$ cat src/design/vae_pkg.sv
// Shared types, constants and the arctangent table for the azimuth/elevation block.
package vae_pkg;

  localparam int COORD_W     = 32;
  localparam int DELTA_SHIFT = 57 - COORD_W;
  localparam int DATA_W      = 61;
  localparam int ANG_W       = 27;
  localparam int ANG_Q       = 16;
  localparam int GAIN_Q      = 16;
  localparam int PITCH_W     = 15;
  localparam int YAW_W       = 16;

  localparam logic [GAIN_Q-1:0] INV_GAIN = GAIN_Q'(39797);

  typedef logic signed [COORD_W-1:0] coord_t;
  typedef logic signed [DATA_W-1:0]  data_t;
  typedef logic signed [ANG_W-1:0]   ang_t;

  typedef struct packed {
    coord_t eye_x;
    coord_t eye_y;
    coord_t eye_z;
    coord_t target_x;
    coord_t target_y;
    coord_t target_z;
  } vae_in_t;

  typedef struct packed {
    logic signed [PITCH_W-1:0] neg_pitch;
    logic signed [YAW_W-1:0]   yaw_angle;
  } vae_out_t;

  typedef struct packed {
    data_t x;
    data_t y;
    ang_t  z;
  } cordic_vec_t;

  // Rounded atan(2^-i) in degrees with 16 fraction bits.
  function automatic ang_t atan_q16(input int unsigned idx);
    ang_t val;
    case (idx)
      0:       val = ANG_W'(2949120);
      1:       val = ANG_W'(1740967);
      2:       val = ANG_W'(919879);
      3:       val = ANG_W'(466945);
      4:       val = ANG_W'(234379);
      5:       val = ANG_W'(117304);
      6:       val = ANG_W'(58666);
      7:       val = ANG_W'(29335);
      8:       val = ANG_W'(14668);
      9:       val = ANG_W'(7334);
      10:      val = ANG_W'(3667);
      11:      val = ANG_W'(1833);
      12:      val = ANG_W'(917);
      13:      val = ANG_W'(458);
      14:      val = ANG_W'(229);
      15:      val = ANG_W'(115);
      16:      val = ANG_W'(57);
      17:      val = ANG_W'(29);
      18:      val = ANG_W'(14);
      19:      val = ANG_W'(7);
      20:      val = ANG_W'(4);
      21:      val = ANG_W'(2);
      22:      val = ANG_W'(1);
      default: val = '0;
    endcase
    return val;
  endfunction

endpackage

$ cat src/design/vae_cordic_stage.sv
// One registered vectoring CORDIC micro-rotation with side data carried alongside.
module vae_cordic_stage import vae_pkg::*; #(
  parameter int STEP   = 0,
  parameter int SIDE_W = 1
) (
  input  logic              clk_i,
  input  logic              rst_ni,
  input  logic              valid_i,
  input  cordic_vec_t       vec_i,
  input  logic [SIDE_W-1:0] side_i,
  output logic              valid_o,
  output cordic_vec_t       vec_o,
  output logic [SIDE_W-1:0] side_o
);

  data_t       x_in, y_in, xs, ys;
  ang_t        z_in;
  cordic_vec_t vec_d, vec_q;
  logic [SIDE_W-1:0] side_q;
  logic        valid_q;

  always_comb begin
    x_in = vec_i.x;
    y_in = vec_i.y;
    z_in = vec_i.z;
    xs   = x_in >>> STEP;
    ys   = y_in >>> STEP;
    // Rotate toward the x axis: the sign of y picks the direction.
    if (!y_in[DATA_W-1]) begin
      vec_d.x = x_in + ys;
      vec_d.y = y_in - xs;
      vec_d.z = z_in + atan_q16(STEP);
    end else begin
      vec_d.x = x_in - ys;
      vec_d.y = y_in + xs;
      vec_d.z = z_in - atan_q16(STEP);
    end
  end

  always_ff @(posedge clk_i or negedge rst_ni) begin
    if (!rst_ni) begin
      valid_q <= 1'b0;
    end else begin
      valid_q <= valid_i;
    end
  end

  always_ff @(posedge clk_i) begin
    vec_q  <= vec_d;
    side_q <= side_i;
  end

  assign valid_o = valid_q;
  assign vec_o   = vec_q;
  assign side_o  = side_q;

endmodule
$ cat config.mk
export PLATFORM = sky130hd
export DESIGN_NAME = vae_cordic_stage
export DESIGN_NICKNAME = d
export VERILOG_FILES = /design/src/design/vae_pkg.sv /design/src/design/vae_cordic_stage.sv
export SDC_FILE = /design/constraint.sdc
export NUM_CORES = 1
export LEC_CHECK = 0
export ABC_AREA = 1
export BUFFER_PORTS_ARGS = -buffer_cell sky130_fd_sc_hd__buf_2
export CAP_MARGIN = 15
export CORE_ASPECT_RATIO = 1.5
export CORE_MARGIN = 10
export CORE_UTILIZATION = 59
export CTS_CLUSTER_SIZE = 12
export DETAILED_ROUTE_END_ITERATION = 12
export PLACE_DENSITY = 0.91
export SYNTH_ARGS = -nofsm -noshare
export SYNTH_HDL_FRONTEND = slang
export SYNTH_SLANG_ARGS = --single-unit
$ cat constraint.sdc
create_clock -name clk_i -period 0.8 [get_ports clk_i]
set_input_delay 0.04 -clock clk_i [delete_from_list [all_inputs] [get_ports clk_i]]
set_output_delay 0.04 -clock clk_i [all_outputs]
set_load 0.02 [all_outputs]
==> impl_metrics.ini, run 1 <==
[status]
status = aborted with a tool error
stop_stage = 4_1_cts
error_line = [ERROR DPL-0038] Utilization greater than 100%, impossible to legalize

[synthesis]
synth_ff_type = dfxtp_1
synth_area_um2 = 20440
syn_inst = 3736
ys_ff_latch = 150
ys_types = 46
synth.most_common_cell = nand2_1
syn_area_per_cell_um2 = 5.471
synth_top_area_share_pct = 24.81
ys_warn_count = 0
postSynthNetCount = 4098
synthTopCellsByArea = nand2_1 (25%), dfxtp_1 (15%), inv_1 (14%)
synth.yosys.seq_area_share_pct = 14.72
synth_top_cell_by_area = nand2_1
synthArstFlopShare_pct = 0.6667
synth_common_cells = nand2_1 (1351), inv_1 (761), nand3_1 (309)
synth-edff-count = 0

[placement]
place.gp.congestion = 1.272
place_ws_ns = -1.317
hpwlAfterDp_um = 82930
port-buffer-count = 303

[floorplanning]
die_y_um = 248.0
pin_count = 304
fp.dieW_um = 172.0
initial_utilization_pct = 59.65
row_count = 83

[cts]
cts_resized = 1602
clockBufferDepth = 2
post-cts-setup-buffer-count = 142
ctsHoldBuffers = 24
h-tree-depth = 4
numCtsBuffers = 17
root_buffer = clkbuf_16
cts_sinks = 150
[per-stage QoR]
stage                     TNS, ns  std cells  cell area, µm²  hold slack (ns)
after floorplan            -73.38       3736           23240          -0.2556
after global placement    -127.02       4882           28440          -0.1828
after detailed placement  -138.62       4882           28440          -0.1832
[kinds of logic after synthesis]
logic type | count (synthesis) | share of synthesized area, %
buffers and inverters | 875 | 17.10
DFF | 150 | 14.72
adders and majority gates | 209 | 12.94
and+or+nand+nor | 2061 | 42.92
xor gates and xnor gates | 52 | 2.228
AOI/OAI and AO/OA | 389 | 10.09
==> inputs of run 2 (changes only) <==
--- a/config.mk
+++ b/config.mk
@@ -8,12 +8,10 @@
 export ABC_AREA = 1
 export BUFFER_PORTS_ARGS = -buffer_cell sky130_fd_sc_hd__buf_2
 export CAP_MARGIN = 15
-export CORE_ASPECT_RATIO = 1.5
 export CORE_MARGIN = 10
-export CORE_UTILIZATION = 59
-export CTS_CLUSTER_SIZE = 12
+export CORE_UTILIZATION = 40
 export DETAILED_ROUTE_END_ITERATION = 12
-export PLACE_DENSITY = 0.91
+export PLACE_DENSITY_LB_ADDON = 0.15
 export SYNTH_ARGS = -nofsm -noshare
 export SYNTH_HDL_FRONTEND = slang
 export SYNTH_SLANG_ARGS = --single-unit
==> run 2 against run 1 <==
The flow now finishes, with violations (negative hold slack, negative setup slack); area after synthesis stayed put; synthesized cell count stayed put.
==> impl_metrics.ini, run 2 <==
[global_route]
first_global_vias = 26500
grtUsageMet1_pct = 42.77
met3_usage_pct = 3.841
met2_usage_pct = 52.22
track_usage_pct = 32.19
grt_pass1_wl_um = 150900
grt_overflow = 0
grt_max_degree = 65
antenna_found_initial = 1
grt-busiest-layer = met2

[drt]
avgRoutedWirePerCell_um = 19.96
drc_errors = 0
dr_total_vias = 28520
routed_via_density = 5.271
antenna_left = 0
wl_um = 108000
detail_route.iter0.violations = 2751
firstDrtPassIters = 7

[cells_and_area]
antennaDiodeCount = 0
fillers = 3730
fin_area_um2 = 38470
layout-drive-gt1-share_pct = 56.38
final_common_cell = nand2_1
nets = 5088
area_growth_pct = 88.20
largest_register_ffs = 148
layout_common_cells = nand2_1 (845), buf_4 (575), inv_1 (567)

[floorplanning]
core_area_um2 = 50380
pin_count = 304
die_y_um = 246.1
fp.dieW_um = 246.1
initial_utilization_pct = 40.58
dieArea_um2 = 60540
row_count = 82

[setup_path]
cp_slowest_cell = ha_4
cp_cell_sequence = buf_6 > ha_4 > buf_12 > nand2_8 > buf_6 > inv_2 > nand2_1 > nand2_2 > inv_2 > o21ai_4 > nand2_1 > nand2_2 > a21oi_2 > xor2_1 > nand2_1 > nand2_1
cp.buffers_inverters = 5
crit_family = simple AND/OR/NAND/NOR gates
critPathKind = in -> reg
critPathRequiredTime_ns = 1.23
endpoint_kind = flop
crit_top_cell = nand2_1
cp_max_fo = 8
cpPeakStageDelay_ns = 0.30
arrival_ns = 1.94
crit_path_start_kind = primary input

[sta]
relSlewSlack_pct = 58.66
fmax_mhz = 660.5
rsz0062_at_grt = true
whs_ns = -0.03066
tightest_slew_ns = 0.6136
post-route-period-util_pct = 189.2
setup_ws_ns = -0.7140
fin_setup_tns_ns = -94.35
min_period_ns = 1.514
finalHoldViolCount = 2
finalSetupViolations = 273
slew_violations = 0

[synthesis]
ys_types = 46
synth.yosys.seq_area_share_pct = 14.72
synthTopCellsByArea = nand2_1 (25%), dfxtp_1 (15%), inv_1 (14%)
synth_top_area_share_pct = 24.81
ys_ff_latch = 150
synth_area_um2 = 20440
syn_inst = 3736
synthArstFlopShare_pct = 0.6667
ys_warn_count = 0
synth-edff-count = 0
synth.most_common_cell = nand2_1
synth_ff_type = dfxtp_1
synth_top_cell_by_area = nand2_1
syn_area_per_cell_um2 = 5.471
postSynthNetCount = 4098
synth_common_cells = nand2_1 (1351), inv_1 (761), nand3_1 (309)

[placement]
place_area_um2 = 29440
hpwlAfterDp_um = 82130
place.gp.congestion = 1.060
port-buffer-count = 303

[status]
status = finished, violations left
violations = negative hold slack, negative setup slack

[job]
max_cap_viol_count = 0

[hold_path]
hp-class = in -> reg

[cts]
clockBufferDepth = 2
h-tree-depth = 4
root_buffer = clkbuf_16
clkTransAtPathRegs_ns = 0.07
ctsHoldBuffers = 25
numCtsBuffers = 17
cts_tree = built
cts_sinks = 150

[power_and_ir_drop]
ir_worst_vdd_mv = 1.482
p_per_area_nw_per_um2 = 1300
leakagePower_uw = 0.01999
run 2: cell counts after synthesis:
Identical to the previous run, type by type.
run 2: metrics by stage:
stage | setup slack, ns | util [%] | cells | hold WS (ns) | power [µW]
floorplan | -0.7195 | - | 3736 | -0.2556 | 22720
global placement | -1.344 | 58.44 | 5221 | -0.1850 | 32380
detailed placement | -1.285 | 58.44 | 5221 | -0.1784 | 32480
CTS | -0.5502 | 70.40 | 5349 | -0.06244 | 46410
global route | -0.8052 | 76.37 | 5411 | -0.02112 | 51930
finish | -0.7140 | 76.37 | 5411 | -0.03066 | 50000
run 2: layer usage:
metal,up-vias,wire [µm]
met2,1532,49610
met1,13260,43920
met4,2,5346
met3,344,9140
met5,-,11
li1,13380,-
run 2: final cells by class:
class                   instances  area, µm²  area share (%)
multi-input cells            2711      20840           54.18
flip-flops and latches        150       3214           8.355
repair buffers               1057       9703           25.22
clock inverters                15      160.2          0.4163
inverters                     789       3283           8.534
clock buffers                  17      425.4           1.106
well taps                     672      840.8           2.186
run 2: where the power goes:
group          internal, µW  leakage, µW  switching (µW)
Combinational         13600       0.0184           17900
Sequential             9060      0.00128             920
Clock                  4160     0.000277            4390
Total                 26800       0.0200           23200
run 2: final timing paths:
path,slack (ns),end,from,depth (start not counted)
max,-0.71,vec_o[119],vec_i[93],16
min,-0.03,vec_o[89],vec_i[28],3
min in group asynchronous,0.40,valid_o,rst_ni,3
max in group asynchronous,0.30,valid_o,rst_ni,3
run 2: what timing repair did:
action,in CTS,in global routing
pin swaps,316,335
gates resized for setup,1380,701
hold endpoints to repair,40,3
cloned,0,1
setup endpoints to repair,275,275
buffers inserted,82,77
run 2: cells by family (layout without fill, tap and decap cells):
group	after synthesis	count (layout)	share of synthesized area, %
buffers and inverters	875	1878	17.10
DFF	150	150	14.72
and+or+nand+nor	2061	2061	42.92
AOI/OAI and AO/OA	389	389	10.09
adders and majority gates	209	209	12.94
xor gates and xnor gates	52	52	2.228
No activity file was read; power rests on OpenSTA's default activity.
